## config.mk

```make
export PLATFORM = sky130hd
export DESIGN_NAME = drpi_wrap
export DESIGN_NICKNAME = d
export VERILOG_FILES = /design/src/rtl/core/drpi_pkg.sv /design/src/rtl/core/drpi_wrap.sv
export SDC_FILE = /design/constraint.sdc
export NUM_CORES = 1
export LEC_CHECK = 0
export ABC_AREA = 1
export BUFFER_PORTS_ARGS = -buffer_cell sky130_fd_sc_hd__buf_2
export CAP_MARGIN = 15
export CORE_MARGIN = 4
export CORE_UTILIZATION = 62
export DETAILED_ROUTE_END_ITERATION = 10
export PLACE_DENSITY = 0.82
export SKIP_CTS_REPAIR_TIMING = 1
export SYNTH_ARGS = -nofsm -noshare
export SYNTH_HDL_FRONTEND = slang
export SYNTH_SLANG_ARGS = --single-unit
```

## constraint.sdc

```tcl
create_clock -name i_clk -period 4 [get_ports i_clk]
set_input_delay 0.8 -clock i_clk [delete_from_list [all_inputs] [get_ports i_clk]]
set_output_delay 0.8 -clock i_clk [all_outputs]
set_load 0.005 [all_outputs]
```

## src/rtl/core/drpi_pkg.sv

```systemverilog
// ---------------------------------------------------------------------------
// drpi_pkg
// Widths, constants and helper functions of the pose integrator.
// ---------------------------------------------------------------------------
`default_nettype none

package drpi_pkg;

    localparam int DIGIT_W     = 4;
    localparam int SPEED_W     = 24;
    localparam int RATE_W      = 24;
    localparam int DT_W        = 20;
    localparam int DT_EXT_W    = 24;
    localparam int PROD1_W     = RATE_W + DT_EXT_W;
    localparam int DIST_W      = 29;
    localparam int DIST_EXT_W  = 32;
    localparam int CORDIC_W    = 32;
    localparam int PROD2_W     = CORDIC_W + DIST_EXT_W;
    localparam int DELTA_W     = 34;
    localparam int POS_W       = 32;
    localparam int HEAD_W      = 31;
    localparam int QUAT_W      = 16;
    localparam int QSUM_W      = CORDIC_W + 1;
    localparam int QRND_W      = QSUM_W - 15;
    localparam int IN_TDATA_W  = 24;
    localparam int OUT_TDATA_W = 128;
    localparam int CFG_IDX_W   = 2;
    localparam int CFG_DATA_W  = 24;

    localparam int CORDIC_STEPS_DEF = 16;
    localparam int ATAN_IDX_W       = 5;

    localparam int WRAP_STEPS = 11;
    localparam int WRAP_W     = 42;
    localparam int WRAP_CNT_W = $clog2(WRAP_STEPS + 1);

    // Register indexes
    localparam logic [CFG_IDX_W-1:0] REG_LINEAR_SPEED = 2'd0;
    localparam logic [CFG_IDX_W-1:0] REG_TURN_RATE    = 2'd1;

    localparam logic signed [SPEED_W-1:0] SPEED_RST = 24'sd13107;
    localparam logic signed [RATE_W-1:0]  RATE_RST  = 24'sd26214;

    localparam logic signed [CORDIC_W-1:0] PI_Q28          = 32'sd843314857;
    localparam logic signed [CORDIC_W-1:0] HALF_PI_Q28     = 32'sd421657428;
    localparam logic signed [CORDIC_W-1:0] CORDIC_GAIN_Q30 = 32'sd652032874;
    localparam logic [63:0]                TWO_PI_Q28_64   = 64'd1686629713;

    // First divisor of the remainder sweep: 2*pi scaled up by 2^(steps-1)
    localparam logic [WRAP_W-1:0] WRAP_DIV0 =
        WRAP_W'(TWO_PI_Q28_64 << (WRAP_STEPS - 1));
    // 16 * (pi + 2*pi*2^(steps-1)) + 8: bias that makes the sum non-negative,
    // with the half-up rounding of the heading step folded in
    localparam logic signed [PROD1_W-1:0] WRAP_BIAS16 =
        PROD1_W'((((TWO_PI_Q28_64 << (WRAP_STEPS - 1)) + 64'd843314857) << 4) + 64'd8);

    function automatic logic signed [CORDIC_W-1:0] atan_q28(input logic [ATAN_IDX_W-1:0] idx);
        logic signed [CORDIC_W-1:0] v;
        case (idx)
            5'd0:  v = 32'sd210828714;
            5'd1:  v = 32'sd124459457;
            5'd2:  v = 32'sd65760959;
            5'd3:  v = 32'sd33381290;
            5'd4:  v = 32'sd16755422;
            5'd5:  v = 32'sd8385879;
            5'd6:  v = 32'sd4193963;
            5'd7:  v = 32'sd2097109;
            5'd8:  v = 32'sd1048571;
            5'd9:  v = 32'sd524287;
            5'd10: v = 32'sd262144;
            5'd11: v = 32'sd131072;
            5'd12: v = 32'sd65536;
            5'd13: v = 32'sd32768;
            5'd14: v = 32'sd16384;
            5'd15: v = 32'sd8192;
            5'd16: v = 32'sd4096;
            5'd17: v = 32'sd2048;
            5'd18: v = 32'sd1024;
            5'd19: v = 32'sd512;
            5'd20: v = 32'sd256;
            5'd21: v = 32'sd128;
            5'd22: v = 32'sd64;
            5'd23: v = 32'sd32;
            5'd24: v = 32'sd16;
            5'd25: v = 32'sd8;
            5'd26: v = 32'sd4;
            5'd27: v = 32'sd2;
            5'd28: v = 32'sd1;
            default: v = '0;
        endcase
        return v;
    endfunction

    function automatic logic signed [POS_W-1:0] sat32(input logic signed [DELTA_W-1:0] v);
        logic signed [POS_W-1:0] r;
        if (v > 34'sd2147483647) begin
            r = 32'sh7FFFFFFF;
        end else if (v < -34'sd2147483648) begin
            r = 32'sh80000000;
        end else begin
            r = v[POS_W-1:0];
        end
        return r;
    endfunction

    function automatic logic signed [QUAT_W-1:0] sat16(input logic signed [QRND_W-1:0] v);
        logic signed [QUAT_W-1:0] r;
        if (v > 18'sd32767) begin
            r = 16'sh7FFF;
        end else if (v < -18'sd32768) begin
            r = 16'sh8000;
        end else begin
            r = v[QUAT_W-1:0];
        end
        return r;
    endfunction

endpackage

`default_nettype wire

```

## src/rtl/core/drpi_wrap.sv

```systemverilog
// ---------------------------------------------------------------------------
// drpi_wrap
// Heading update and wrap into [-pi, pi) by a restoring remainder sweep.
// ---------------------------------------------------------------------------
`default_nettype none

module drpi_wrap (
    input  logic                                   i_clk,
    input  logic                                   i_rst_n,
    input  logic                                   i_start,
    input  logic signed [drpi_pkg::PROD1_W-1:0]    i_prod,
    input  logic signed [drpi_pkg::CORDIC_W-1:0]   i_head,
    output logic                                   o_done,
    output logic signed [drpi_pkg::CORDIC_W-1:0]   o_heading
);
    import drpi_pkg::*;

    logic [WRAP_W-1:0]          r_rem;
    logic [WRAP_W-1:0]          r_div;
    logic [WRAP_CNT_W-1:0]      r_cnt;
    logic                       r_done;
    logic signed [PROD1_W-1:0]  w_sum16;
    logic [WRAP_W-1:0]          n_rem;

    // Rounded step plus old heading plus bias, still scaled by 16
    assign w_sum16 = i_prod + (PROD1_W'(i_head) <<< 4) + WRAP_BIAS16;
    assign n_rem   = (r_rem >= r_div) ? (r_rem - r_div) : r_rem;

    always_ff @(posedge i_clk) begin
        if (!i_rst_n) begin
            r_cnt  <= '0;
            r_done <= 1'b0;
        end else begin
            r_done <= 1'b0;
            if (i_start) begin
                r_cnt <= WRAP_CNT_W'(WRAP_STEPS);
            end else if (r_cnt != '0) begin
                r_cnt <= r_cnt - WRAP_CNT_W'(1);
                if (r_cnt == WRAP_CNT_W'(1)) begin
                    r_done <= 1'b1;
                end
            end
        end
    end

    always_ff @(posedge i_clk) begin
        if (i_start) begin
            r_rem <= w_sum16[WRAP_W+3:4];
            r_div <= WRAP_DIV0;
        end else if (r_cnt != '0) begin
            r_rem <= n_rem;
            r_div <= r_div >> 1;
        end
    end

    assign o_done    = r_done;
    assign o_heading = $signed({1'b0, r_rem[HEAD_W-1:0]}) - PI_Q28;

endmodule

`default_nettype wire

```

Word-level counts from Yosys, hierarchy flattened
Index checks and enable logic that the tools add are counted.
W data, S select, Z words.

cells by class
  add/subtract/negate cells = 5
  order comparisons = 1
  eq/ne operators = 1
  multiplexer cells = 6
  bitwise gates (word level) = 2
  reduce and logical (&&, ||, !) cells = 6

operators with widths
  kind                      number
  $mux W42                  3
  $add A46 B36 Y46          1
  $add A46 B46 Y46 const B  1
  $ge A42 B41 Y1            1
  $sub A42 B41 Y42          1
  $sub A31 B30 Y32 const B  1
  $mux W4                   2
  $eq A4 B1 Y1 const B      1
  $reduce_bool A2 Y1        2
  $reduce_bool A4 Y1        1
  $sub A4 B1 Y4 const B     1
  $reduce_or A3 Y1          1
  $not A1 Y1                2
  $reduce_and A2 Y1         1
  $reduce_or A2 Y1          1
  $mux W1                   1

storage, ports and cells
  register bits after elaboration = 88
  bits of input ports = 83
  output and inout bits = 33
  word-level logic and storage cells = 26

Logic depth before layout (Yosys ltp)
  word-level depth = 4
  mapped depth = 17
  mapped depth without buffers = 17

Worst setup path after synthesis
Ideal clock, no wire load.

  path type = register -> register
  from = reg r_rem[6]
  to = reg r_rem[0], enable pin
  library setup time = 396 ps
  arrival = 2467 ps
  data required time = 3604 ps
  path slack = 1137 ps
  stages on the path, launching flop included = 12
  buffers on the path = 0
  period minus slack after synthesis = 2863 ps
  cells stage by stage = edfxtp_1 ha_1 nand2_1 nor2_1 nand3_1 nand3_1 nand2_1 nand3_1 nand2_1 nand3_1 nand2_1 inv_1

between the ends
  word-level cells in the longest chain between the ends = 3

RTL lines
  what                          line             source
  from (decl)                   drpi_wrap.sv:18  logic [WRAP_W-1:0] r_rem;
  from (signal assigned)        drpi_wrap.sv:48  r_rem <= w_sum16[WRAP_W+3:4];
  from (signal assigned)        drpi_wrap.sv:51  r_rem <= n_rem;
  $ge A42 B41 Y1                drpi_wrap.sv:27  assign n_rem = (r_rem >= r_div) ? (r_rem - r_div) : r_rem;
  $reduce_bool A2 Y1 (no line)  n/a
  $reduce_and A2 Y1 (no line)   n/a

Every way passes these cells.
A chain may end at the register's enable or synchronous reset.

Final worst setup path
  from = reg r_rem[10]
  to = reg r_rem[13], enable pin

The elaborated chain is that of the path after synthesis.

==> results.md <==
- Status: finished, final reports clean
- Leakage: 7.47 nW
- Number of buffers created by CTS: 9
- Antenna cells: 0
- Post-Syn Area: 0.0114 mm2
- Final core occ: 69.7%
- Post-route insts no fill: 2332
- Worst Path Arrival: 3250 ps
- Hold Fails Final Rpt: 0
- Die Span Y: 144 um
- Synth warnings: 0
- Initial antenna violation count: 1
- Fmax: 0.311 GHz
- Post-synthesis cell type count: 49
- Sw Share: 52.5%
- Crit path capture type: flop
- # DRC: 0
- Post-Route WL: 32700 um
- Layout cells sized above 1: 8.37%
- Clk pwr share: 12.4%
- H-tree Lvls: 3
- Final TNS setup: 0 ps
- Final min period: 3210 ps
- R2R depth: 10
- Most common cell after layout, fill and taps aside: nand2_1
- Final setup fails: 0
- Slew Viols, Final: 0
- Post-DP HPWL: 27600 um
- Post-Synth Simple-Gate Area: 36.2%
- Die area: 0.0207 mm2
- Startpoint Class: flop
- Hold Startpoint: r_cnt[1]
- Port buffer count: 110
- Pwr per Cell Area: 613 mW/mm2
- First-pass GRT wire length: 52600 um
- Relative slew slack: 40.9%
- Worst flop-to-flop path startpoint: r_rem[10]
- Worst Hold Class: reg2reg
- Post-synthesis xor/xnor area fraction: 2.14%
- Clk slew on worst S/H paths: 70 ps
- CTS Sinks: 88
- Multiplexer area fraction after synthesis: 0%
- Post-Syn Nets: 2198
- Synth area leader: nand2_1
- WHS Path Cells: 1
- Number of synthesized register bits: 88
- Initial Util: 63.3%
- RSZ-0062 raised after global routing: false
- CTS root buf: clkbuf_16
- Min-Delay Endpoint: o_done
- Post-Synth Adder-Cell Area: 13.9%
- Logic pwr share: 65.7%
- Worst Path Required: 4040 ps
- Worst-margin pin slew: 886 ps
- DR pass1 iterations: 5
- DRT antenna net count: 0
- Worst-case clock skew: 12.2 ps
- Cell Rows: 49
- Largest net degree at the start of global routing: 60
- Die W: 144 um
- CTS tree: yes
- Layout fillers: 1666
- Worst vdd ir: 0.269 mV
- Net Switching: 4.05 mW
- Main combinational cell family by area after synthesis: simple AND/OR/NAND/NOR gates
- Deepest clock path buffer count: 2
- Final period utilization: 80.3%
- Total gr overflow: 0
- DP Area: 0.0123 mm2
- Flop pwr share: 22.0%
- GPL Wtd Cong: 0.991
- Cells after synthesis: 1989
- GR Util All Layers: 31.5%
- CP Class: reg2reg
- Yosys top cell area share: 21.3%
- Vias in the first global route: 11434
- Async SR Flop Fraction: 0%
- Placed cells: 2316
- Compound-gate portion of the synthesized area: 12.9%
- I/O pin count: 116
- Worst-path maximum fanout: 33
- Most frequent cells in the layout: nand2_1, inv_1, nor2_1
- Cell area after layout: 0.0126 mm2
- Top post-synthesis cells by area: nand2_1, inv_1, ha_1
- EDFF count, synth: 42
- Area delta synth->final: 10.0%
- Via count: 12421
- Worst R2R Setup Slack: 790 ps
- Mean routed wirelength per cell: 14.0 um
- Drt via density: 5.33
- Max Cap Violations: 0
- Core area: 0.0181 mm2
- Nets: 2307
- Clk Latency, worst-skew pair: 350 ps
- Post-synthesis sequential area ratio: 19.1%
- Internal power: 3.67 mW
- R2R Path End: r_rem[13]
- Drt initial violations: 934
- Mapped Avg Cell Area: 5.76 um2
- Most common flop cell mapped by yosys: dfxtp_1
## cells by family after synthesis
logic type                 count (synthesis)
buffers and inverters                    480
adders and majority gates                126
AOI/OAI and AO/OA                        261
DFF                                       88
xor gates and xnor gates                  28
and+or+nand+nor                         1006
## worst max-delay path by stage
stage	startpoint	end	slack [ps]	depth (start not counted)
2_1_floorplan	r_rem[6]	r_rem[0]	1140	11
3_5_place_dp	i_prod[4]	r_rem[38]	760	16
6_report	r_rem[10]	r_rem[13]	790	10
5_1_grt	r_rem[12]	r_rem[14]	620	10
3_3_place_gp	i_prod[4]	r_rem[38]	810	16
4_1_cts	r_rem[12]	r_rem[13]	860	10
## power groups by stage
stage / combinational, mW / clock, mW / sequential (mW)
after floorplan: 3.60 / 0 / 1.53
after global placement: 4.87 / 0 / 1.68
after detailed placement: 4.96 / 0 / 1.69
after CTS: 5.00 / 0.951 / 1.67
after global routing: 5.75 / 0.988 / 1.72
final: 5.07 / 0.954 / 1.70
## cells in the mapped netlist, types with 2 or more instances
cell	instances
o22ai_1	26
and2_1	6
a31oi_1	2
nand2_2	3
inv_2	6
dfxtp_1	46
ha_1	124
nor2_4	5
nor3_1	13
o21bai_1	11
nand4_1	10
nand2_1	651
a211oi_1	2
o21ai_0	90
a22oi_1	15
nor2_1	176
nand3_2	9
xor2_1	25
inv_1	458
clkbuf_1	8
edfxtp_1	42
a21boi_0	2
fa_1	2
o21ai_2	5
o21ai_1	3
nor2_2	11
nand3_1	113
xnor2_1	3
a21oi_1	96
buf_2	7
## per-layer routing
layer  up-vias  routed length, um  part of all wire [%]  GRT usage (%)
li1       6412                  -                     -              -
met1      5478              14600                    45           42.5
met2       457              14500                    44           52.7
met3        74               2710                   8.3           3.99
met4         0                872                   2.7           9.46
met5         -                  0                     0              0
## layout make-up
type / count / area (um2) / share of cell area (%)
clock buffers: 11 / 275 / 2.18
repair buffers: 114 / 593 / 4.71
clock inverters: 5 / 62.6 / 0.497
multi-input cells: 1421 / 7460 / 59.2
inverters: 464 / 1740 / 13.8
well taps: 229 / 287 / 2.27
flip-flops and latches: 88 / 2180 / 17.3
## stage by stage
| stage | power [mW] | setup WS, ps | hold WS, ps |
|---|---|---|---|
| after floorplan | 5.14 | 1140 | 432 |
| after global placement | 6.55 | 812 | 457 |
| after detailed placement | 6.65 | 762 | 460 |
| after CTS | 7.63 | 861 | 471 |
| after global routing | 8.45 | 618 | 500 |
| final | 7.72 | 787 | 467 |
## worst max-delay path, cell delays in order (launching register included)
cell	delay (ps)
edfxtp_1	510
ha_1	440
nand2_1	130
nor2_2	210
nand2_1	130
nor4b_1	410
nand3_1	150
nand3_1	110
nand2_1	50
inv_1	450
buf_12	290
## sequential cells by signal, indices dropped and copies added, names as in the netlist
signal  cells
o_done      1
r_cnt       4
r_div      41
r_rem      42
No activity file was read; power rests on OpenSTA's default activity.
