$ cat config.mk
export PLATFORM = sky130hd
export DESIGN_NAME = drpi_cordic
export DESIGN_NICKNAME = d
export VERILOG_FILES = /design/src/rtl/core/drpi_pkg.sv /design/src/rtl/core/drpi_cordic.sv
export SDC_FILE = /design/constraint.sdc
export NUM_CORES = 1
export LEC_CHECK = 0
export BUFFER_PORTS_ARGS = -buffer_cell sky130_fd_sc_hd__buf_4
export CAP_MARGIN = 10
export CORE_ASPECT_RATIO = 1.75
export CORE_MARGIN = 2
export CORE_UTILIZATION = 45
export CTS_CLUSTER_DIAMETER = 60
export DETAILED_ROUTE_END_ITERATION = 7
export SKIP_CTS_REPAIR_TIMING = 1
export SLEW_MARGIN = 10
export SYNTH_ARGS = -nofsm -noshare
export SYNTH_HDL_FRONTEND = slang
export SYNTH_SLANG_ARGS = --single-unit
$ cat constraint.sdc
create_clock -name i_clk -period 12.4 [get_ports i_clk]
set_input_delay 1.86 -clock i_clk [delete_from_list [all_inputs] [get_ports i_clk]]
set_output_delay 1.86 -clock i_clk [all_outputs]
set_load 0.05 [all_outputs]
$ cat src/rtl/core/drpi_pkg.sv
// ---------------------------------------------------------------------------
// drpi_pkg
// Widths, constants and helper functions of the pose integrator.
// ---------------------------------------------------------------------------
`default_nettype none

package drpi_pkg;

    localparam int DIGIT_W     = 4;
    localparam int SPEED_W     = 24;
    localparam int RATE_W      = 24;
    localparam int DT_W        = 20;
    localparam int DT_EXT_W    = 24;
    localparam int PROD1_W     = RATE_W + DT_EXT_W;
    localparam int DIST_W      = 29;
    localparam int DIST_EXT_W  = 32;
    localparam int CORDIC_W    = 32;
    localparam int PROD2_W     = CORDIC_W + DIST_EXT_W;
    localparam int DELTA_W     = 34;
    localparam int POS_W       = 32;
    localparam int HEAD_W      = 31;
    localparam int QUAT_W      = 16;
    localparam int QSUM_W      = CORDIC_W + 1;
    localparam int QRND_W      = QSUM_W - 15;
    localparam int IN_TDATA_W  = 24;
    localparam int OUT_TDATA_W = 128;
    localparam int CFG_IDX_W   = 2;
    localparam int CFG_DATA_W  = 24;

    localparam int CORDIC_STEPS_DEF = 16;
    localparam int ATAN_IDX_W       = 5;

    localparam int WRAP_STEPS = 11;
    localparam int WRAP_W     = 42;
    localparam int WRAP_CNT_W = $clog2(WRAP_STEPS + 1);

    // Register indexes
    localparam logic [CFG_IDX_W-1:0] REG_LINEAR_SPEED = 2'd0;
    localparam logic [CFG_IDX_W-1:0] REG_TURN_RATE    = 2'd1;

    localparam logic signed [SPEED_W-1:0] SPEED_RST = 24'sd13107;
    localparam logic signed [RATE_W-1:0]  RATE_RST  = 24'sd26214;

    localparam logic signed [CORDIC_W-1:0] PI_Q28          = 32'sd843314857;
    localparam logic signed [CORDIC_W-1:0] HALF_PI_Q28     = 32'sd421657428;
    localparam logic signed [CORDIC_W-1:0] CORDIC_GAIN_Q30 = 32'sd652032874;
    localparam logic [63:0]                TWO_PI_Q28_64   = 64'd1686629713;

    // First divisor of the remainder sweep: 2*pi scaled up by 2^(steps-1)
    localparam logic [WRAP_W-1:0] WRAP_DIV0 =
        WRAP_W'(TWO_PI_Q28_64 << (WRAP_STEPS - 1));
    // 16 * (pi + 2*pi*2^(steps-1)) + 8: bias that makes the sum non-negative,
    // with the half-up rounding of the heading step folded in
    localparam logic signed [PROD1_W-1:0] WRAP_BIAS16 =
        PROD1_W'((((TWO_PI_Q28_64 << (WRAP_STEPS - 1)) + 64'd843314857) << 4) + 64'd8);

    function automatic logic signed [CORDIC_W-1:0] atan_q28(input logic [ATAN_IDX_W-1:0] idx);
        logic signed [CORDIC_W-1:0] v;
        case (idx)
            5'd0:  v = 32'sd210828714;
            5'd1:  v = 32'sd124459457;
            5'd2:  v = 32'sd65760959;
            5'd3:  v = 32'sd33381290;
            5'd4:  v = 32'sd16755422;
            5'd5:  v = 32'sd8385879;
            5'd6:  v = 32'sd4193963;
            5'd7:  v = 32'sd2097109;
            5'd8:  v = 32'sd1048571;
            5'd9:  v = 32'sd524287;
            5'd10: v = 32'sd262144;
            5'd11: v = 32'sd131072;
            5'd12: v = 32'sd65536;
            5'd13: v = 32'sd32768;
            5'd14: v = 32'sd16384;
            5'd15: v = 32'sd8192;
            5'd16: v = 32'sd4096;
            5'd17: v = 32'sd2048;
            5'd18: v = 32'sd1024;
            5'd19: v = 32'sd512;
            5'd20: v = 32'sd256;
            5'd21: v = 32'sd128;
            5'd22: v = 32'sd64;
            5'd23: v = 32'sd32;
            5'd24: v = 32'sd16;
            5'd25: v = 32'sd8;
            5'd26: v = 32'sd4;
            5'd27: v = 32'sd2;
            5'd28: v = 32'sd1;
            default: v = '0;
        endcase
        return v;
    endfunction

    function automatic logic signed [POS_W-1:0] sat32(input logic signed [DELTA_W-1:0] v);
        logic signed [POS_W-1:0] r;
        if (v > 34'sd2147483647) begin
            r = 32'sh7FFFFFFF;
        end else if (v < -34'sd2147483648) begin
            r = 32'sh80000000;
        end else begin
            r = v[POS_W-1:0];
        end
        return r;
    endfunction

    function automatic logic signed [QUAT_W-1:0] sat16(input logic signed [QRND_W-1:0] v);
        logic signed [QUAT_W-1:0] r;
        if (v > 18'sd32767) begin
            r = 16'sh7FFF;
        end else if (v < -18'sd32768) begin
            r = 16'sh8000;
        end else begin
            r = v[QUAT_W-1:0];
        end
        return r;
    endfunction

endpackage

`default_nettype wire

$ cat src/rtl/core/drpi_cordic.sv
// ---------------------------------------------------------------------------
// drpi_cordic
// Iterative rotation-mode CORDIC, one micro-rotation per cycle.
// ---------------------------------------------------------------------------
`default_nettype none

module drpi_cordic #(
    parameter int STEPS = drpi_pkg::CORDIC_STEPS_DEF
) (
    input  logic                                 i_clk,
    input  logic                                 i_rst_n,
    input  logic                                 i_start,
    input  logic signed [drpi_pkg::CORDIC_W-1:0] i_angle,
    output logic                                 o_done,
    output logic signed [drpi_pkg::CORDIC_W-1:0] o_cos,
    output logic signed [drpi_pkg::CORDIC_W-1:0] o_sin
);
    import drpi_pkg::*;

    localparam int IW = $clog2(STEPS);

    logic                        r_busy;
    logic                        r_done;
    logic [IW-1:0]               r_iter;
    logic signed [CORDIC_W-1:0]  r_x;
    logic signed [CORDIC_W-1:0]  r_y;
    logic signed [CORDIC_W-1:0]  r_z;
    logic signed [CORDIC_W-1:0]  w_xs;
    logic signed [CORDIC_W-1:0]  w_ys;
    logic signed [CORDIC_W-1:0]  w_atan;

    assign w_xs   = r_x >>> r_iter;
    assign w_ys   = r_y >>> r_iter;
    assign w_atan = atan_q28(ATAN_IDX_W'(r_iter));

    always_ff @(posedge i_clk) begin
        if (!i_rst_n) begin
            r_busy <= 1'b0;
            r_done <= 1'b0;
            r_iter <= '0;
        end else begin
            r_done <= 1'b0;
            if (i_start) begin
                r_busy <= 1'b1;
                r_iter <= '0;
            end else if (r_busy) begin
                if (r_iter == IW'(STEPS - 1)) begin
                    r_busy <= 1'b0;
                    r_done <= 1'b1;
                end else begin
                    r_iter <= r_iter + IW'(1);
                end
            end
        end
    end

    always_ff @(posedge i_clk) begin
        if (i_start) begin
            r_x <= CORDIC_GAIN_Q30;
            r_y <= '0;
            r_z <= i_angle;
        end else if (r_busy) begin
            if (r_z >= 0) begin
                r_x <= r_x - w_ys;
                r_y <= r_y + w_xs;
                r_z <= r_z - w_atan;
            end else begin
                r_x <= r_x + w_ys;
                r_y <= r_y - w_xs;
                r_z <= r_z + w_atan;
            end
        end
    end

    assign o_done = r_done;
    assign o_cos  = r_x;
    assign o_sin  = r_y;

endmodule

`default_nettype wire

* After elaboration in Yosys (flattened, before gate mapping)
Memory sizes are Yosys's and may differ from the RTL's. A register that Yosys moved wholly into a read port is not among the register bits. Index checks and enable logic that the tools add are counted.
Cells by class: add/subtract/negate cells 7, magnitude comparators 1, eq/ne operators 1, shifts and indexed selects 2, muxes and demuxes 11, bitwise operators 3, reduce and logical (&&, ||, !) cells 4
Operators with widths (number):
- 32-bit two-way mux | 5
- 32-bit adder | 3
- 32-bit subtractor | 3
- 32-bit by 4-bit >>> shifter with 32-bit output | 2
- 32-bit by 1-bit greater-or-equal comparator with 1-bit output (second input constant) | 1
- 4-bit two-way mux | 2
- 4-bit by 1-bit adder with 4-bit output (second input constant) | 1
- 4-bit equality test (second input constant) | 1
- 1-bit two-way mux | 4
- 1-bit NOT | 3
- 3-bit OR reduction | 1
- 2-bit AND reduction | 1
- 2-bit nonzero test | 1
- 2-bit OR reduction | 1
Word-level totals: register bits 102, memory bits (read-only) 448, memories 1
Memory list:
- (name not given) | depth 16, width 28, rd ports 1, clocked after memory_dff 1, write ports 0, RTL line drpi_pkg.sv:59 | case (idx)

* Depth between registers and ports, before layout
Gate-level depths: netlist of the first run.
depth after elaboration 5, depth in mapped cells 28, depth with buffers taken out 23

* Worst setup path before layout of the first run
OpenSTA, ideal clock, no wires.
kind reg-to-reg, start register r_iter[3], end register r_y[31] (netlist: o_sin[31]), data arrival time 5933 ps, required time 12277 ps, setup slack 6344 ps, cell stages (with the launch flop) 26, path buffers 6, clock period less this slack 6056 ps, cell sequence dfxtp_1 -> clkbuf_1 -> buf_1 -> clkbuf_1 -> buf_1 -> clkbuf_1 -> clkbuf_1 -> o21a_1 -> ha_1 -> nand2b_1 -> or2_2 -> nor3_1 -> inv_1 -> o21ai_0 -> xnor2_1 -> ha_1 -> a21oi_1 -> o21ai_0 -> a221oi_1 -> nor2_1 -> o311a_1 -> o21ai_0 -> a211oi_1 -> or3_1 -> a21oi_2 -> mux2_1
On the way: cells in the longest elaborated chain, start to end 3
Ends and longest elaborated chain:
- start, declared | RTL line drpi_cordic.sv:24 | logic [IW-1:0] r_iter;
- start signal, assigned | RTL line drpi_cordic.sv:51 | r_iter <= r_iter + IW'(1);
- 32-bit by 4-bit >>> shifter with 32-bit output * | RTL line drpi_cordic.sv:32 | assign w_xs = r_x >>> r_iter;
- 32-bit subtractor / 32-bit adder (equally long branches) | RTL line drpi_cordic.sv:69, drpi_cordic.sv:65
- 32-bit two-way mux * | RTL line drpi_cordic.sv:63 | if (r_z >= 0) begin
- end signal, assigned | RTL line drpi_cordic.sv:65 | r_y <= r_y + w_xs;
- end signal, assigned | RTL line drpi_cordic.sv:69 | r_y <= r_y - w_xs;
- end, declared | RTL line drpi_cordic.sv:26 | logic signed [CORDIC_W-1:0] r_y;
Every way passes the cells marked *; elsewhere a longest branch is shown, timed or not. A chain may end at the register's enable or synchronous reset.

* Worst setup path in the final report of the first run
start register r_iter[1], end register r_y[31] (netlist: o_sin[31])
The elaborated chain is that of the path after synthesis.

==> results of run 1 <==
-- cells in the final DEF (no fill, tap or decap), types with 17 or more instances in the layout --
cell	n
nand3_1	40
nand2_1	204
ha_1	112
buf_4	121
and3_1	21
and2_1	19
o21a_1	21
nand2b_1	27
xor2_1	67
clkbuf_16	17
o21ai_0	144
nor2_1	158
edfxtp_1	32
mux2i_1	87
xnor2_1	75
nor3_1	31
nor2b_1	18
o31ai_1	21
a211oi_1	23
dfxtp_1	92
o21bai_1	20
mux4_2	46
a21o_1	36
a21oi_1	156
inv_1	55
mux2_2	23
-- critical path: stages (launching register included) --
cell and delay (ps):
dfxtp_4 710, buf_4 810, mux4_1 690, a21oi_1 210
nand4_1 210, a211o_1 410, or4b_4 600, nor4_1 270
nand2_1 80, nand2_1 90, xnor2_1 130, ha_1 350
a21oi_1 240, nand2_1 80, a221oi_1 360, nor2_1 120
o311a_1 360, o21ai_0 460, a211oi_1 160, or3_1 390
a21oi_2 150, mux2_1 320
-- state kept, by name, summed over array words and instances (netlist names) --
register and count:
r_busy 1, r_z 32, w_atan 27, o_sin 32
r_iter 4, o_cos 32, o_done 1
-- path summary, 6_finish.rpt --
check,slack (ps),startpoint,cells past startpoint,to
max,5000,r_iter[1]$_SDFFE_PP0P_,21,o_sin[31]$_SDFFE_PP0P_
min,530,o_cos[0]$_SDFFE_PP0P_,2,o_cos[0]$_SDFFE_PP0P_
max reg2reg,5000,r_iter[1]$_SDFFE_PP0P_,21,o_sin[31]$_SDFFE_PP0P_
min reg2reg,530,o_cos[0]$_SDFFE_PP0P_,2,o_cos[0]$_SDFFE_PP0P_
-- cells by family (layout without fill, tap and decap cells) --
kind of cell	count (synthesis)	after routing	share of synthesized area, %
AND/OR/NAND/NOR	607	607	19.1
AO/OA/AOI/OAI	562	562	23.9
multiplexers	164	164	15.2
buffers and inverters	155	212	4.36
XOR/XNOR	142	142	8.29
flip-flops	129	129	19.4
adder cells (fa/ha/maj)	115	115	9.75
-- through the flow --
| stage | hold slack (ps) | worst slack, ps | std cells |
|---|---|---|---|
| CTS | 532 | 5040 | 2336 |
| floorplan | 625 | 6340 | 1874 |
| finish | 531 | 5000 | 2336 |
| detailed placement | 521 | 5040 | 2304 |
| global route | 553 | 4520 | 2336 |
| global placement | 512 | 5170 | 2304 |
-- power by group through the flow --
stage	registers (mW)	clock network (mW)	logic (mW)
detailed placement	0.834	0	3.67
finish	0.833	0.532	3.71
CTS	0.825	0.537	3.69
floorplan	0.956	0	2.63
global placement	0.830	0	3.63
global route	0.846	0.551	4.09
-- layout make-up --
cell class	count	share of cell area, %
Inverter	59	1.34
Clock inverter	14	0.929
Timing Repair Buffer	121	5.48
Multi-Input combinational cell	1590	69.0
Tap cell	405	3.06
Sequential cell	129	17.6
Clock buffer	18	2.59
-- layer usage --
metal	part of all wire (%)	global-route usage (%)	vias to the layer above
met5	0	0	-
met4	7.5	22.4	0
met3	4.2	3.04	213
met2	53	56.4	525
met1	35	29.9	7067
li1	-	-	7058
==> metrics.txt, run 1 <==
global-route wire length before repair 80,300 um; post-synthesis cell type count 84; Syn Inst Count 1,874; initial antenna violation count 0; number of synthesis warnings 0; max-slew violations 0; GR Overflow Total 0; Via density 6.36; 1st-iter DRT viols 912; Core Footprint 0.0329 sq mm; clock transition at the registers of the reported paths 70 ps; Clock power frac 10.5%; worst skew pair latency 470 ps; ant diodes 0; PwrDens 306 mW/mm^2; number of fill cells 3,299; Worst Max-Slew Pin Slew 1050 ps; top post-synthesis cells by count nand2_1, nor2_1, a21oi_1; Setup violations, final 0; ranking of synthesized cells by area dfxtp_1, ha_1, mux4_2; Setup TNS Final 0 ps; Synth async-reset ratio 0%; Die X 142 um; overall power 5.07 mW; RSZ-0062 raised after global routing false; status complete, no violations; Vias 14,900; maximum vdd drop 0.000110 V; die area 0.0349 sq mm; ratio of cells with drive above 1 in the final layout 13.0%; clk_skew 17.7 ps; Comb power frac 73.1%; fmax 0.135 GHz; Mean Syn Cell Area 8.00 sq um; syn nets 2,024; area of the multi-input gates 0.0114 sq mm; vias in the first global route 14,600; most frequent cell after synthesis nand2_1; DR pass1 iterations 7; crit share post-route 59.7%; Synth Register Bits 129; required time of the critical path 12,760 ps; element type at the critical path end flop; I/O pin cnt 100; Clock Tree Buf Depth 2; CTS root buf clkbuf_16; Yosys top cell by area dfxtp_1; Starting Density 45.5%; Seq/Total Area, Yosys 19.4%; Tmin final 7400 ps; CP Launch Type flop; Die Span Y 245 um; GR Util All Layers 30.0%; largest net degree at the start of global routing 67; Port Buf Inserts 99; sw power 2.68 mW; WS Path Type reg -> reg; TritonCTS clock tree built; LEAKAGE 6.85 nW; routability cong. 1.02; Final Util 50.3%; Int Pwr 2.39 mW; max_cap viols 0; Final Hold Vio Count 0; prevailing post-synth register cell dfxtp_1; register area 0.00291 sq mm; drt total wl 52,600 um; crit path DAT 7760 ps; Hold Path Class reg -> reg; CTS H-tree depth 4; hpwl dp 39,400 um; drt drc 0; Inserted Clock Buffers 17; routed length per instance 22.5 um; Nets 2,068; row cnt 88; sw frac 52.8%; CP Max Fanout 58; Rel. slew slack 29.8%; number of synthesized flops with an enable pin 32; Cell Area, Synth 0.0150 sq mm; register share of total power 16.4%; share of the synthesized area in the top cell type 12.9%; antenna viol nets, final 0; final instance area 0.0166 sq mm; CTS Sinks 129; Syn-to-layout area delta 10.5%; placed cell area 0.0160 sq mm
Power figures use the tool's default switching activity.
==> run 2, diff against run 1 <==
==> constraint.sdc (replaced) <==
create_clock -name i_clk -period 6.3 [get_ports i_clk]
set_input_delay 0.945 -clock i_clk [delete_from_list [all_inputs] [get_ports i_clk]]
set_output_delay 0.945 -clock i_clk [all_outputs]
set_load 0.05 [all_outputs]
==> run 2 against run 1 <==
Critical path depth down 1. Cell count up 3.4%. First-iteration DRC count up 6.9%. Sequential cell count unchanged. Sequential share of layout area down 0.67 points. Sequential power up 85%. Wire length up 4.2%. Critical endpoint is now o_cos[31]$_SDFFE_PP0P_. Highest routed layer unchanged.
==> metrics.txt, run 2 (same netlist as run 1, synthesis figures left out) <==
antenna viol nets, final 0 (unchanged); Clock Tree Buf Depth 2 (unchanged); Setup WS post-layout 185 ps (-4810 ps); CP max stage delay 590 ps (-220 ps); status complete, no violations; routability cong. 0.964 (-5.3%); crit-path cells buf_4, buf_4, mux4_2, and2_1, a211oi_1, o221ai_1, nand4bb_1, nand2b_1, nor2_1, nor2_1, xnor2_1, ha_1, a21oi_1, o211ai_1, o21bai_1, a211oi_1, a2111oi_1, xor2_1, or3_1, a21oi_1; Rel. slew slack 32.7% (+2.9 points); CTS H-tree depth 4 (unchanged); number of fill cells 3,184 (-3.5%); fmax 0.164 GHz (+21%); drt total wl 54,800 um (+4.2%); maximum vdd drop 0.000237 V (+120%); global-route wire length before repair 82,700 um (+2.9%); max_cap viols 0 (unchanged); Nets 2,148 (+3.9%); Worst Max-Slew Pin Slew 1010 ps (-39.2 ps); initial antenna violation count 0 (unchanged); register area 0.00291 sq mm (unchanged); GR Overflow Total 0 (unchanged); worst skew pair latency 460 ps (about the same); Vias 15,200 (+2.5%); crit share post-route 97.1% (+37 points); WS Path Type reg -> reg; largest net degree at the start of global routing 91 (+36%); Port Buf Inserts 99 (unchanged); Die X 142 um (unchanged); Inserted Clock Buffers 17 (unchanged); area of the multi-input gates 0.0115 sq mm (+0.20%); LEAKAGE 7.25 nW (+5.9%); Int Pwr 4.89 mW (+100%); sw frac 52.3% (-0.47 points); routed length per instance 22.7 um (+0.71%); DR pass1 iterations 6 (-1); Final Hold Vio Count 0 (unchanged); GR Util All Layers 30.9% (+0.86 points); CP Launch Type flop; Place WS 87.4 ps (-4960 ps); Tmin final 6120 ps (-1290 ps); Via density 6.31 (-0.85%); 1st-iter DRT viols 975 (+6.9%); ratio of cells with drive above 1 in the final layout 16.7% (+3.7 points); Comb power frac 75.0% (+1.9 points); RSZ-0062 raised after global routing false; die area 0.0349 sq mm (unchanged); CP Max Fanout 22 (-62%); Hold Path Class reg -> reg; Setup violations, final 0 (unchanged); vias in the first global route 15,200 (+4.4%); hpwl dp 41,600 um (+5.5%); most frequent cells in the layout nand2_1, buf_4, nor2_1; CTS root buf clkbuf_16; CP max-delay cell mux4_2; drt drc 0 (unchanged); Core Footprint 0.0329 sq mm (unchanged); required time of the critical path 6690 ps (-6070 ps); ant diodes 0 (unchanged); element type at the critical path end flop; register share of total power 15.1% (-1.3 points); row cnt 88 (unchanged); overall power 10.3 mW (+100%); Starting Density 45.5% (unchanged); crit path DAT 6500 ps (-1260 ps); Setup TNS Final 0 ps (unchanged); sw power 5.36 mW (+100%); max-slew violations 0 (unchanged); Clock power frac 10.0% (-0.5 points); most common cell after layout, fill and taps aside nand2_1; TritonCTS clock tree built; clk_skew 17.2 ps (-0.494 ps); I/O pin cnt 100 (unchanged); Die Span Y 245 um (unchanged); CTS Sinks 129 (unchanged); clock transition at the registers of the reported paths 70 ps (about the same); Syn-to-layout area delta 14.9%; PwrDens 595 mW/mm^2 (+94%)
-- run 2: critical path, delay by kind of cell (launching register included) --
kind | cells | cell delay (ps)
AO/OA/AOI/OAI | 8 | 2270
buffers and inverters | 2 | 660
flip-flops | 1 | 490
AND/OR/NAND/NOR | 6 | 1470
XOR/XNOR | 2 | 300
multiplexers | 1 | 590
adder cells (fa/ha/maj) | 1 | 230
-- run 2: worst paths after layout --
path	from	end	slack (ps)	depth (start not counted)
max reg2reg	r_iter[0]$_SDFFE_PP0P_	o_cos[31]$_SDFFE_PP0P_	180	20
min	o_cos[0]$_SDFFE_PP0P_	o_cos[0]$_SDFFE_PP0P_	530	2
max	r_iter[0]$_SDFFE_PP0P_	o_cos[31]$_SDFFE_PP0P_	180	20
min reg2reg	o_cos[0]$_SDFFE_PP0P_	o_cos[0]$_SDFFE_PP0P_	530	2
-- run 2: per-layer routing --
layer,global-route usage [%],vias up,wire [um]
met2,59.0,522,29400
met1,30.4,7295,19500
met4,19.8,0,3570
met3,4.54,183,2360
met5,0,-,0
li1,-,7241,-
-- run 2: stage by stage --
stage | instance area [sq um] | utilization [%] | hold WS, ps | std cells
2_1_floorplan | 15000 | - | 625 | 1874
3_3_place_gp | 16600 | 50.4 | 509 | 2383
3_5_place_dp | 16600 | 50.4 | 526 | 2383
4_1_cts | 17200 | 52.2 | 535 | 2415
5_1_grt | 17200 | 52.3 | 557 | 2416
6_report | 17200 | 52.3 | 535 | 2416
-- run 2: cell type report --
class,count,area share (%)
Clock inverter,12,0.617
Tap cell,405,2.94
Timing Repair Buffer,201,8.98
Clock buffer,20,2.72
Sequential cell,129,16.9
Inverter,59,1.29
Multi-Input combinational cell,1590,66.5
-- run 2: power groups by stage --
stage / Sequential [mW] / Clock, mW / Combinational (mW)
floorplan: 1.88 / 0 / 5.18
global placement: 1.54 / 0 / 7.47
detailed placement: 1.54 / 0 / 7.55
CTS: 1.53 / 1.04 / 7.60
global route: 1.56 / 1.07 / 8.40
finish: 1.54 / 1.02 / 7.69
