$ cat src/rtl/core/drpi_pkg.sv
// ---------------------------------------------------------------------------
// drpi_pkg
// Widths, constants and helper functions of the pose integrator.
// ---------------------------------------------------------------------------
`default_nettype none

package drpi_pkg;

    localparam int DIGIT_W     = 4;
    localparam int SPEED_W     = 24;
    localparam int RATE_W      = 24;
    localparam int DT_W        = 20;
    localparam int DT_EXT_W    = 24;
    localparam int PROD1_W     = RATE_W + DT_EXT_W;
    localparam int DIST_W      = 29;
    localparam int DIST_EXT_W  = 32;
    localparam int CORDIC_W    = 32;
    localparam int PROD2_W     = CORDIC_W + DIST_EXT_W;
    localparam int DELTA_W     = 34;
    localparam int POS_W       = 32;
    localparam int HEAD_W      = 31;
    localparam int QUAT_W      = 16;
    localparam int QSUM_W      = CORDIC_W + 1;
    localparam int QRND_W      = QSUM_W - 15;
    localparam int IN_TDATA_W  = 24;
    localparam int OUT_TDATA_W = 128;
    localparam int CFG_IDX_W   = 2;
    localparam int CFG_DATA_W  = 24;

    localparam int CORDIC_STEPS_DEF = 16;
    localparam int ATAN_IDX_W       = 5;

    localparam int WRAP_STEPS = 11;
    localparam int WRAP_W     = 42;
    localparam int WRAP_CNT_W = $clog2(WRAP_STEPS + 1);

    // Register indexes
    localparam logic [CFG_IDX_W-1:0] REG_LINEAR_SPEED = 2'd0;
    localparam logic [CFG_IDX_W-1:0] REG_TURN_RATE    = 2'd1;

    localparam logic signed [SPEED_W-1:0] SPEED_RST = 24'sd13107;
    localparam logic signed [RATE_W-1:0]  RATE_RST  = 24'sd26214;

    localparam logic signed [CORDIC_W-1:0] PI_Q28          = 32'sd843314857;
    localparam logic signed [CORDIC_W-1:0] HALF_PI_Q28     = 32'sd421657428;
    localparam logic signed [CORDIC_W-1:0] CORDIC_GAIN_Q30 = 32'sd652032874;
    localparam logic [63:0]                TWO_PI_Q28_64   = 64'd1686629713;

    // First divisor of the remainder sweep: 2*pi scaled up by 2^(steps-1)
    localparam logic [WRAP_W-1:0] WRAP_DIV0 =
        WRAP_W'(TWO_PI_Q28_64 << (WRAP_STEPS - 1));
    // 16 * (pi + 2*pi*2^(steps-1)) + 8: bias that makes the sum non-negative,
    // with the half-up rounding of the heading step folded in
    localparam logic signed [PROD1_W-1:0] WRAP_BIAS16 =
        PROD1_W'((((TWO_PI_Q28_64 << (WRAP_STEPS - 1)) + 64'd843314857) << 4) + 64'd8);

    function automatic logic signed [CORDIC_W-1:0] atan_q28(input logic [ATAN_IDX_W-1:0] idx);
        logic signed [CORDIC_W-1:0] v;
        case (idx)
            5'd0:  v = 32'sd210828714;
            5'd1:  v = 32'sd124459457;
            5'd2:  v = 32'sd65760959;
            5'd3:  v = 32'sd33381290;
            5'd4:  v = 32'sd16755422;
            5'd5:  v = 32'sd8385879;
            5'd6:  v = 32'sd4193963;
            5'd7:  v = 32'sd2097109;
            5'd8:  v = 32'sd1048571;
            5'd9:  v = 32'sd524287;
            5'd10: v = 32'sd262144;
            5'd11: v = 32'sd131072;
            5'd12: v = 32'sd65536;
            5'd13: v = 32'sd32768;
            5'd14: v = 32'sd16384;
            5'd15: v = 32'sd8192;
            5'd16: v = 32'sd4096;
            5'd17: v = 32'sd2048;
            5'd18: v = 32'sd1024;
            5'd19: v = 32'sd512;
            5'd20: v = 32'sd256;
            5'd21: v = 32'sd128;
            5'd22: v = 32'sd64;
            5'd23: v = 32'sd32;
            5'd24: v = 32'sd16;
            5'd25: v = 32'sd8;
            5'd26: v = 32'sd4;
            5'd27: v = 32'sd2;
            5'd28: v = 32'sd1;
            default: v = '0;
        endcase
        return v;
    endfunction

    function automatic logic signed [POS_W-1:0] sat32(input logic signed [DELTA_W-1:0] v);
        logic signed [POS_W-1:0] r;
        if (v > 34'sd2147483647) begin
            r = 32'sh7FFFFFFF;
        end else if (v < -34'sd2147483648) begin
            r = 32'sh80000000;
        end else begin
            r = v[POS_W-1:0];
        end
        return r;
    endfunction

    function automatic logic signed [QUAT_W-1:0] sat16(input logic signed [QRND_W-1:0] v);
        logic signed [QUAT_W-1:0] r;
        if (v > 18'sd32767) begin
            r = 16'sh7FFF;
        end else if (v < -18'sd32768) begin
            r = 16'sh8000;
        end else begin
            r = v[QUAT_W-1:0];
        end
        return r;
    endfunction

endpackage

`default_nettype wire

$ cat src/rtl/core/drpi_ser_mul.sv
// ---------------------------------------------------------------------------
// drpi_ser_mul
// Digit-serial signed multiplier, one multiplier digit per cycle, MSB first.
// ---------------------------------------------------------------------------
`default_nettype none

module drpi_ser_mul #(
    parameter int A_W = drpi_pkg::RATE_W,
    parameter int B_W = drpi_pkg::DT_EXT_W
) (
    input  logic                   i_clk,
    input  logic                   i_rst_n,
    input  logic                   i_start,
    input  logic signed [A_W-1:0]  i_a,
    input  logic signed [B_W-1:0]  i_b,
    output logic                   o_done,
    output logic signed [A_W+B_W-1:0] o_prod
);
    import drpi_pkg::*;

    localparam int P_W   = A_W + B_W;
    localparam int N_DIG = B_W / DIGIT_W;
    localparam int CNT_W = $clog2(N_DIG + 1);

    logic signed [A_W-1:0]         r_a;
    logic [B_W-1:0]                r_b;
    logic signed [P_W-1:0]         r_acc;
    logic [CNT_W-1:0]              r_cnt;
    logic                          r_done;
    logic [DIGIT_W-1:0]            w_digit;
    logic signed [DIGIT_W:0]       w_digit_ext;
    logic signed [A_W+DIGIT_W:0]   w_partial;
    logic signed [P_W-1:0]         n_acc;

    // Top digit carries the sign, the rest are plain magnitudes
    assign w_digit     = r_b[B_W-1 -: DIGIT_W];
    assign w_digit_ext = (r_cnt == CNT_W'(N_DIG)) ? $signed({w_digit[DIGIT_W-1], w_digit})
                                                  : $signed({1'b0, w_digit});
    assign w_partial   = r_a * w_digit_ext;
    assign n_acc       = (r_acc <<< DIGIT_W) + P_W'(w_partial);

    always_ff @(posedge i_clk) begin
        if (!i_rst_n) begin
            r_cnt  <= '0;
            r_done <= 1'b0;
        end else begin
            r_done <= 1'b0;
            if (i_start) begin
                r_cnt <= CNT_W'(N_DIG);
            end else if (r_cnt != '0) begin
                r_cnt <= r_cnt - CNT_W'(1);
                if (r_cnt == CNT_W'(1)) begin
                    r_done <= 1'b1;
                end
            end
        end
    end

    always_ff @(posedge i_clk) begin
        if (i_start) begin
            r_a   <= i_a;
            r_b   <= i_b;
            r_acc <= '0;
        end else if (r_cnt != '0) begin
            r_b   <= r_b << DIGIT_W;
            r_acc <= n_acc;
        end
    end

    assign o_done = r_done;
    assign o_prod = r_acc;

endmodule

`default_nettype wire

$ cat config.mk
export PLATFORM = sky130hd
export DESIGN_NAME = drpi_ser_mul
export DESIGN_NICKNAME = d
export VERILOG_FILES = /design/src/rtl/core/drpi_pkg.sv /design/src/rtl/core/drpi_ser_mul.sv
export SDC_FILE = /design/constraint.sdc
export NUM_CORES = 1
export LEC_CHECK = 0
export BUFFER_PORTS_ARGS = -buffer_cell sky130_fd_sc_hd__buf_4
export CAP_MARGIN = 20
export CORE_MARGIN = 5
export CORE_UTILIZATION = 50
export DETAILED_ROUTE_END_ITERATION = 7
export PLACE_DENSITY = 0.81
export SYNTH_ARGS = -nofsm -noshare
export SYNTH_HDL_FRONTEND = slang
export SYNTH_SLANG_ARGS = --single-unit
export TNS_END_PERCENT = 5
$ cat constraint.sdc
create_clock -name i_clk -period 16 [get_ports i_clk]
set_clock_uncertainty 0.15 [all_clocks]
set_input_delay 0.8 -clock i_clk [delete_from_list [all_inputs] [get_ports i_clk]]
set_output_delay 0.8 -clock i_clk [all_outputs]
set_load 0.03 [all_outputs]
Word-level counts from Yosys, hierarchy flattened:

Cells that the tools add are included.
W data, S select, Z words.

* register bits: 100
* input port bits: 51
* output and inout bits: 49
* word-level logic and storage cells: 23

* add/sub/neg operators: 2
* multipliers: 1
* equality and inequality tests: 2
* multiplexer cells: 6
* bitwise gates (word level): 2
* reduce and logical (&&, ||, !) cells: 4

Operators by type and width (number)
* $add A48 B29 Y48: 1
* $mux W24: 2
* $mul A24 B5 Y29: 1
* $mux W3: 2
* $mux W5: 1
* $eq A3 B1 Y1 const B: 1
* $eq A3 B3 Y1 const B: 1
* $reduce_bool A3 Y1: 1
* $reduce_or A3 Y1: 1
* $sub A3 B1 Y3 const B: 1
* $not A1 Y1: 2
* $reduce_bool A2 Y1: 1
* $reduce_or A2 Y1: 1
* $mux W1: 1

Longest topological paths before layout:

Gate-level depths: netlist of run 1.

* depth after elaboration: 4
* depth in mapped cells: 20
* gate-level depth less buffers: 19

Least setup slack after synthesis of run 1:

Ideal clock, no wire load.

* path kind: reg-to-reg
* from: register r_b[20]
* to: register r_acc[46], in the netlist o_prod[46]
* setup time: 0.117 ns
* arrival: 5.394 ns
* data required time: 15.733 ns
* slack: 10.339 ns
* stages on the path, launching flop included: 19
* buffers on the path: 2
* period minus slack after synthesis: 5.661 ns
* path through: edfxtp_1 -> clkbuf_1 -> nand2_1 -> inv_1 -> fa_1 -> fa_1 -> fa_1 -> ha_1 -> ha_1 -> buf_2 -> and4_1 -> nand2_1 -> a2111oi_4 -> o31ai_2 -> and3_4 -> o31ai_4 -> a311o_1 -> xor2_1 -> a22o_1

* cells in the longest elaborated chain, start to end: 3

Ends and longest elaborated chain
* from (decl): line drpi_ser_mul.sv:26 `logic [B_W-1:0] r_b;`
* from (signal assigned): line drpi_ser_mul.sv:62 `r_b <= i_b;`
* from (signal assigned): line drpi_ser_mul.sv:65 `r_b <= r_b << DIGIT_W;`
* $mux W5: line drpi_ser_mul.sv:37 `assign w_digit_ext = (r_cnt == CNT_W'(N_DIG)) ? $signed({w_digit[DIGIT_W-1], w_digit})`
* $mul A24 B5 Y29: line drpi_ser_mul.sv:39 `assign w_partial = r_a * w_digit_ext;`
* $add A48 B29 Y48: line drpi_ser_mul.sv:40 `assign n_acc = (r_acc <<< DIGIT_W) + P_W'(w_partial);`
* to (signal assigned): line drpi_ser_mul.sv:66 `r_acc <= n_acc;`
* to (decl): line drpi_ser_mul.sv:27 `logic signed [P_W-1:0] r_acc;`

No other way between the ends.
A chain may end at the register's enable or synchronous reset.

Worst setup path in the final report of run 1:

* from: register r_b[23]
* to: register r_acc[47], in the netlist o_prod[47]

The elaborated chain is that of the path after synthesis.

==> metrics.txt, run 1 <==
run status complete, no violations; CTS root buffer sky130_fd_sc_hd__clkbuf_16; share of the synthesized netlist area taken by xor and xnor gates roughly 3.3%; number of design rule violations left after detail routing 0; largest fanout of any net on the critical path 25; cell family contributing the most delay on the critical path adder cells; number of hold-slack violations in the final timing report 0; Setup crit end kind flip-flop; slew at the pin closest to its max-slew limit roughly 0.9 ns; Worst-path clk slew 0.09 ns; global-route usage over all layers 20.7%; Final period util 39.8%; fraction of registers with async set/reset 0%; vertical die dimension between 150 and 200 um; startpoint type of the worst setup path flip-flop; fraction of synthesized area in multiplexers 2.65%; max_slew headroom 39.7%; drt wl/cell 17.3 um; pins over their slew limit 0; count of antenna diodes in the layout 0; Post-Synth Adder-Cell Area 38.8%; flop-to-flop setup slack 9.64 ns; number of primary I/O pins 100; total congestion overflow 0; # hold bufs at CTS 0; main combinational cell family by area after synthesis adder cells; total via count in the routed design 8,151; summed instance area of the synthesized netlist 11,200 um^2; maximum frequency from static timing analysis 157 MHz; worst path required time 16.11 ns; vias per inst roughly 5.5; DPL Wire Length 20,100 um; core area roughly 22,000 um^2; number of antenna violations at the first check in global routing 0; mean cell area of the mapped netlist about 10 um^2; routability-driven placement congestion ratio between 0.9 and 1; Hold Path Cell Cnt 2; unrepaired setup endpoints after global routing false; synth warn 0; Post-CTS Setup Bufs 0; worst r2r src r_b[23]; clock latency reported for the late side of the worst-skew pair approximately 0.37 ns; critical path buffer and inverter count 4; std cell rows 54; number of buffers created by CTS 9; Final Routed Wirelength 25,600 um; nets 1,500; maximum number of pins on one net before global-route repair 65; deepest clock path buffer count 2; critical path's largest stage delay 0.83 ns; endpoint of the worst setup timing path o_prod[47]; max-cap violation count 0; antenna-violating nets left 0; Initial Utilization 51.0%; number of standard cells after synthesis roughly 1,100; full die area 25,400 um^2; Worst Path Class, Setup flip-flop to flip-flop; synthesized-area fraction occupied by ao, oa, aoi and oai cells between 10 and 15%; number of sinks handled by clock tree synthesis 100; TritonRoute pass-1 iters 5; simple-gate share of the synthesized area 13.8%; number of flops mapped to enable cells by yosys 48; critical path startpoint r_b[23]; ys flop type sky130_fd_sc_hd__dfxtp_1; slowest stage cell on the critical path sky130_fd_sc_hd__ha_1; r2r endpoint o_prod[47]; Final min period approximately 6.4 ns; share of cells above drive strength 1 14.6%; number of global-route vias before repair roughly 8,600; chain of cells forming the critical path nand4b_1 -> buf_4 -> inv_1 -> or2_2 -> ha_1 -> inv_1 -> fa_1 -> inv_1 -> fa_1 -> ha_1 -> ha_1 -> a21o_1 -> a21o_1 -> a21oi_1 -> o21ai_0 -> a311oi_1 -> xnor2_1 -> a22o_1; number of nets in the synthesized netlist between 1,000 and 1,500; Seq/Total Area, Yosys 22.2%; total number of H-tree levels 3; global-route wire length before repair 43,300 um; count of input and output buffers 99; TritonCTS clock tree built; Layout Area Growth over Synthesis 12.0%; path depth of the worst reg2reg path 18; number of cells upsized or downsized after cts 0; Yosys cell types 69; setup tns final 0 ns; Critical Path Stages 18; Worst Path Arrival 6.47 ns; setup violation total in the final timing report 0; width of the chip 159 um; Initial DRC Count 604; Yosys reg bits 100; path category of the worst min-delay check flip-flop to flip-flop
## worst register-to-register path: stages, from the launching register on
cell	delay [ns]
sky130_fd_sc_hd__edfxtp_1	0.73
sky130_fd_sc_hd__nand4b_1	0.26
sky130_fd_sc_hd__buf_4	0.31
sky130_fd_sc_hd__inv_1	0.11
sky130_fd_sc_hd__or2_2	0.31
sky130_fd_sc_hd__ha_1	0.83
sky130_fd_sc_hd__inv_1	0.40
sky130_fd_sc_hd__fa_1	0.58
sky130_fd_sc_hd__inv_1	0.05
sky130_fd_sc_hd__fa_1	0.43
sky130_fd_sc_hd__ha_1	0.28
sky130_fd_sc_hd__ha_1	0.39
sky130_fd_sc_hd__a21o_1	0.24
sky130_fd_sc_hd__a21o_1	0.18
sky130_fd_sc_hd__a21oi_1	0.27
sky130_fd_sc_hd__o21ai_0	0.15
sky130_fd_sc_hd__a311oi_1	0.30
sky130_fd_sc_hd__xnor2_1	0.11
sky130_fd_sc_hd__a22o_1	0.20
## cell families after synthesis
logic type                 Yosys count
AOI/OAI and AO/OA                  186
xor gates and xnor gates            42
adders and majority gates          253
buffers and inverters              210
DFF                                100
muxes                               27
and+or+nand+nor                    297
## synth_stat cells, types with 3 or more instances
| master | n | area [um^2] |
|---|---|---|
| sky130_fd_sc_hd__a211oi_1 | 6 | 45.0 |
| sky130_fd_sc_hd__a21boi_0 | 4 | 30.0 |
| sky130_fd_sc_hd__a21o_1 | 25 | 188 |
| sky130_fd_sc_hd__a21oi_1 | 72 | 360 |
| sky130_fd_sc_hd__a22o_1 | 8 | 70.1 |
| sky130_fd_sc_hd__and2_1 | 99 | 619 |
| sky130_fd_sc_hd__and3_1 | 3 | 18.8 |
| sky130_fd_sc_hd__buf_1 | 8 | 30.0 |
| sky130_fd_sc_hd__buf_2 | 5 | 25.0 |
| sky130_fd_sc_hd__clkbuf_1 | 23 | 86.3 |
| sky130_fd_sc_hd__dfxtp_1 | 52 | 1040 |
| sky130_fd_sc_hd__edfxtp_1 | 48 | 1440 |
| sky130_fd_sc_hd__fa_1 | 155 | 3100 |
| sky130_fd_sc_hd__ha_1 | 98 | 1230 |
| sky130_fd_sc_hd__inv_1 | 174 | 653 |
| sky130_fd_sc_hd__mux2_2 | 20 | 225 |
| sky130_fd_sc_hd__mux2i_1 | 7 | 70.1 |
| sky130_fd_sc_hd__nand2_1 | 70 | 263 |
| sky130_fd_sc_hd__nand2b_1 | 5 | 31.3 |
| sky130_fd_sc_hd__nand3_1 | 8 | 40.0 |
| sky130_fd_sc_hd__nand4_1 | 6 | 37.5 |
| sky130_fd_sc_hd__nor2_1 | 71 | 267 |
| sky130_fd_sc_hd__nor2b_1 | 6 | 37.5 |
| sky130_fd_sc_hd__nor3_1 | 3 | 15.0 |
| sky130_fd_sc_hd__nor4_1 | 3 | 18.8 |
| sky130_fd_sc_hd__o211ai_1 | 6 | 45.0 |
| sky130_fd_sc_hd__o21a_1 | 7 | 52.6 |
| sky130_fd_sc_hd__o21ai_0 | 19 | 95.1 |
| sky130_fd_sc_hd__o21ai_1 | 3 | 15.0 |
| sky130_fd_sc_hd__o21bai_1 | 5 | 37.5 |
| sky130_fd_sc_hd__or2_2 | 6 | 37.5 |
| sky130_fd_sc_hd__or3_1 | 4 | 25.0 |
| sky130_fd_sc_hd__xnor2_1 | 27 | 236 |
| sky130_fd_sc_hd__xor2_1 | 15 | 131 |
## worst min-delay path by stage
stage          startpoint         end  slack [ns]
2_1_floorplan    r_cnt[2]      o_done        0.30
3_3_place_gp   o_prod[45]  o_prod[45]        0.33
3_5_place_dp   o_prod[45]  o_prod[45]        0.35
4_1_cts        o_prod[29]  o_prod[29]        0.37
5_1_grt        o_prod[29]  o_prod[29]        0.40
6_report       o_prod[31]  o_prod[31]        0.36
## routing by layer
metal	wire (um)	global-route usage (%)
met2	12300	34.1
met3	1950	5.02
met1	11000	28.3
met4	336	3.96
met5	0	0
## sequential cells by signal, indices dropped and copies added, names as in the netlist
signal / cells
o_done: 1
r_b: 24
o_prod: 48
r_cnt: 3
r_a: 24
## cell usage in the layout (no fill, tap or decap), drive strengths merged, types with 22 or more instances in the layout
master	n
ha	98
o21ai	22
edfxtp	48
fa	155
dfxtp	52
nand2	70
nor2	72
inv	178
and2	99
a21o	26
buf	106
a21oi	75
xnor2	27
## layout make-up
cell class / instances / area (um^2)
inverters: 174 / 653
well taps: 280 / 350
clock buffers: 9 / 225
flip-flops and latches: 100 / 2480
repair buffers: 106 / 816
clock inverters: 7 / 83.8
fillers: 1881 / 9400
multi-input cells: 805 / 7880
## stage by stage
stage          utilization, %  hold slack, ns  cell area [um^2]  worst slack, ns  instances
6_report                 57.1           0.364             12500             9.64       1481
2_1_floorplan               -           0.297             11200            10.34       1115
4_1_cts                  57.0           0.370             12500             9.60       1480
3_5_place_dp             55.5           0.347             12200             9.62       1464
3_3_place_gp             55.5           0.333             12200             9.81       1464
5_1_grt                  57.1           0.398             12500             9.23       1481
Power of run 1 is left out: the tool's default activity adds up to more than one toggle a clock period on the data nets, which glitch-free logic cannot reach.
==> run 2: changes to the inputs <==
==> constraint.sdc (replaced) <==
create_clock -name i_clk -period 6 [get_ports i_clk]
set_clock_uncertainty 0.15 [all_clocks]
set_input_delay 0.3 -clock i_clk [delete_from_list [all_inputs] [get_ports i_clk]]
set_output_delay 0.3 -clock i_clk [all_outputs]
set_load 0.03 [all_outputs]
==> metrics.txt, run 2 (same netlist as run 1, synthesis figures left out) <==
antenna-violating nets left 0; std cell rows 54; Final Routed Wirelength 25,600 um; Setup crit end kind flip-flop; maximum frequency from static timing analysis 172 MHz; worst path required time 6.11 ns; share of cells above drive strength 1 14.9%; commonest non-fill, non-tap cells in the layout sky130_fd_sc_hd__inv_1 (174), sky130_fd_sc_hd__fa_1 (155), sky130_fd_sc_hd__buf_4 (114), sky130_fd_sc_hd__and2_1 (99), sky130_fd_sc_hd__ha_1 (96); TritonCTS clock tree built; slew at the pin closest to its max-slew limit between 1 and 1.5 ns; Worst-path clk slew 0.09 ns; total number of H-tree levels 3; max-cap violation count 0; drt wl/cell 16.9 um; Layout Area Growth over Synthesis 14.5%; number of sinks handled by clock tree synthesis 100; vertical die dimension 159 um; number of design rule violations left after detail routing 0; fraction of met3 tracks used by global routing 4.40%; most common library cell in the layout ignoring fill and taps sky130_fd_sc_hd__inv_1; largest fanout of any net on the critical path 23; Final period util 96.7%; Initial Utilization 51.0%; global routing met2 resource utilization ~33%; total congestion overflow 0; run status complete, no violations; nets 1,532; Worst Path Arrival between 5 and 6 ns; DPL Wire Length 20,400 um; number of global-route vias before repair 8,504; M1 GR Usage about 27%; routability-driven placement congestion ratio 0.942; full die area 25,400 um^2; number of buffers created by CTS 9; setup violation total in the final timing report 0; global-route usage over all layers 20.4%; unrepaired setup endpoints after global routing false; worst slack at placement -0.0721 ns; maximum number of pins on one net before global-route repair 68; number of primary I/O pins 100; width of the chip 159 um; number of hold-slack violations in the final timing report 0; number of antenna violations at the first check in global routing 0; Hold Worst Slack between 0.005 and 0.006 ns; total via count in the routed design 8,214; Setup WS post-layout 0.201 ns; max reg flops 48; path category of the worst min-delay check primary input to flip-flop; global-route wire length before repair between 40,000 and 50,000 um; vias per inst about 5.4; deepest clock path buffer count 2; CTS root buffer sky130_fd_sc_hd__clkbuf_16; TritonRoute pass-1 iters 5; core area 21,900 um^2; startpoint type of the worst setup path flip-flop; Worst Path Class, Setup flip-flop to flip-flop; clock latency reported for the late side of the worst-skew pair 0.37 ns; pins over their slew limit 0; count of antenna diodes in the layout 0; Final min period 5.80 ns; max_slew headroom between 20 and 30%; Initial DRC Count 560; count of input and output buffers 99; highest-utilization routing layer at the global route stage met2
run 2: cell type report:
class | instances | area [um^2]
clock inverter | 7 | 86.3
clock buffer | 9 | 225
sequential | 100 | 2480
inverter | 174 | 653
tap | 280 | 350
timing repair buffer | 138 | 1100
fill | 1860 | 9110
multi-input combinational | 805 | 7890
run 2: critical path: stages, from the launching register on:
cell	delay, ns
sky130_fd_sc_hd__dfxtp_1	0.42
sky130_fd_sc_hd__nand4b_1	0.15
sky130_fd_sc_hd__buf_4	0.30
sky130_fd_sc_hd__inv_1	0.11
sky130_fd_sc_hd__or2_2	0.31
sky130_fd_sc_hd__ha_2	0.67
sky130_fd_sc_hd__inv_1	0.32
sky130_fd_sc_hd__fa_1	0.56
sky130_fd_sc_hd__inv_1	0.06
sky130_fd_sc_hd__fa_1	0.44
sky130_fd_sc_hd__ha_1	0.30
sky130_fd_sc_hd__ha_1	0.38
sky130_fd_sc_hd__a21o_1	0.22
sky130_fd_sc_hd__a21o_1	0.17
sky130_fd_sc_hd__a21oi_1	0.28
sky130_fd_sc_hd__o21ai_0	0.17
sky130_fd_sc_hd__a311oi_1	0.38
sky130_fd_sc_hd__xnor2_1	0.10
sky130_fd_sc_hd__a22o_1	0.20
run 2: routing by layer:
layer	routed length, um	vias to the layer above
met5	0	-
li1	-	3860
met2	12200	264
met1	11100	4042
met3	1660	48
met4	629	0
run 2: worst paths after layout:
path / slack, ns / depth (start not counted) / end / start
worst max-delay path: 0.20 / 18 / o_prod[47] / r_cnt[0]
worst min-delay path: 0.005 / 2 / r_cnt[2] / i_rst_n
worst max register to register: 0.20 / 18 / o_prod[47] / r_cnt[0]
worst min register to register: 0.36 / 2 / o_prod[6] / o_prod[6]
run 2: repair_timing:
item,4_1_cts,5_1_grt
hold endpoints to repair,24,0
setup endpoints to repair,1,2
resized for setup,1,0
pin swaps,0,3
hold buffers,24,0
buffers inserted,0,2
run 2: stage by stage:
stage,instances,cell area (um^2),TNS (ns),util (%)
after detailed placement,1471,12200,-0.0721,55.8
after global routing,1513,12800,0,58.4
after floorplan,1115,11200,0,-
after CTS,1511,12800,0,58.3
after global placement,1471,12200,0,55.8
final,1513,12800,0,58.4
Power of run 2 is left out for the same reason.
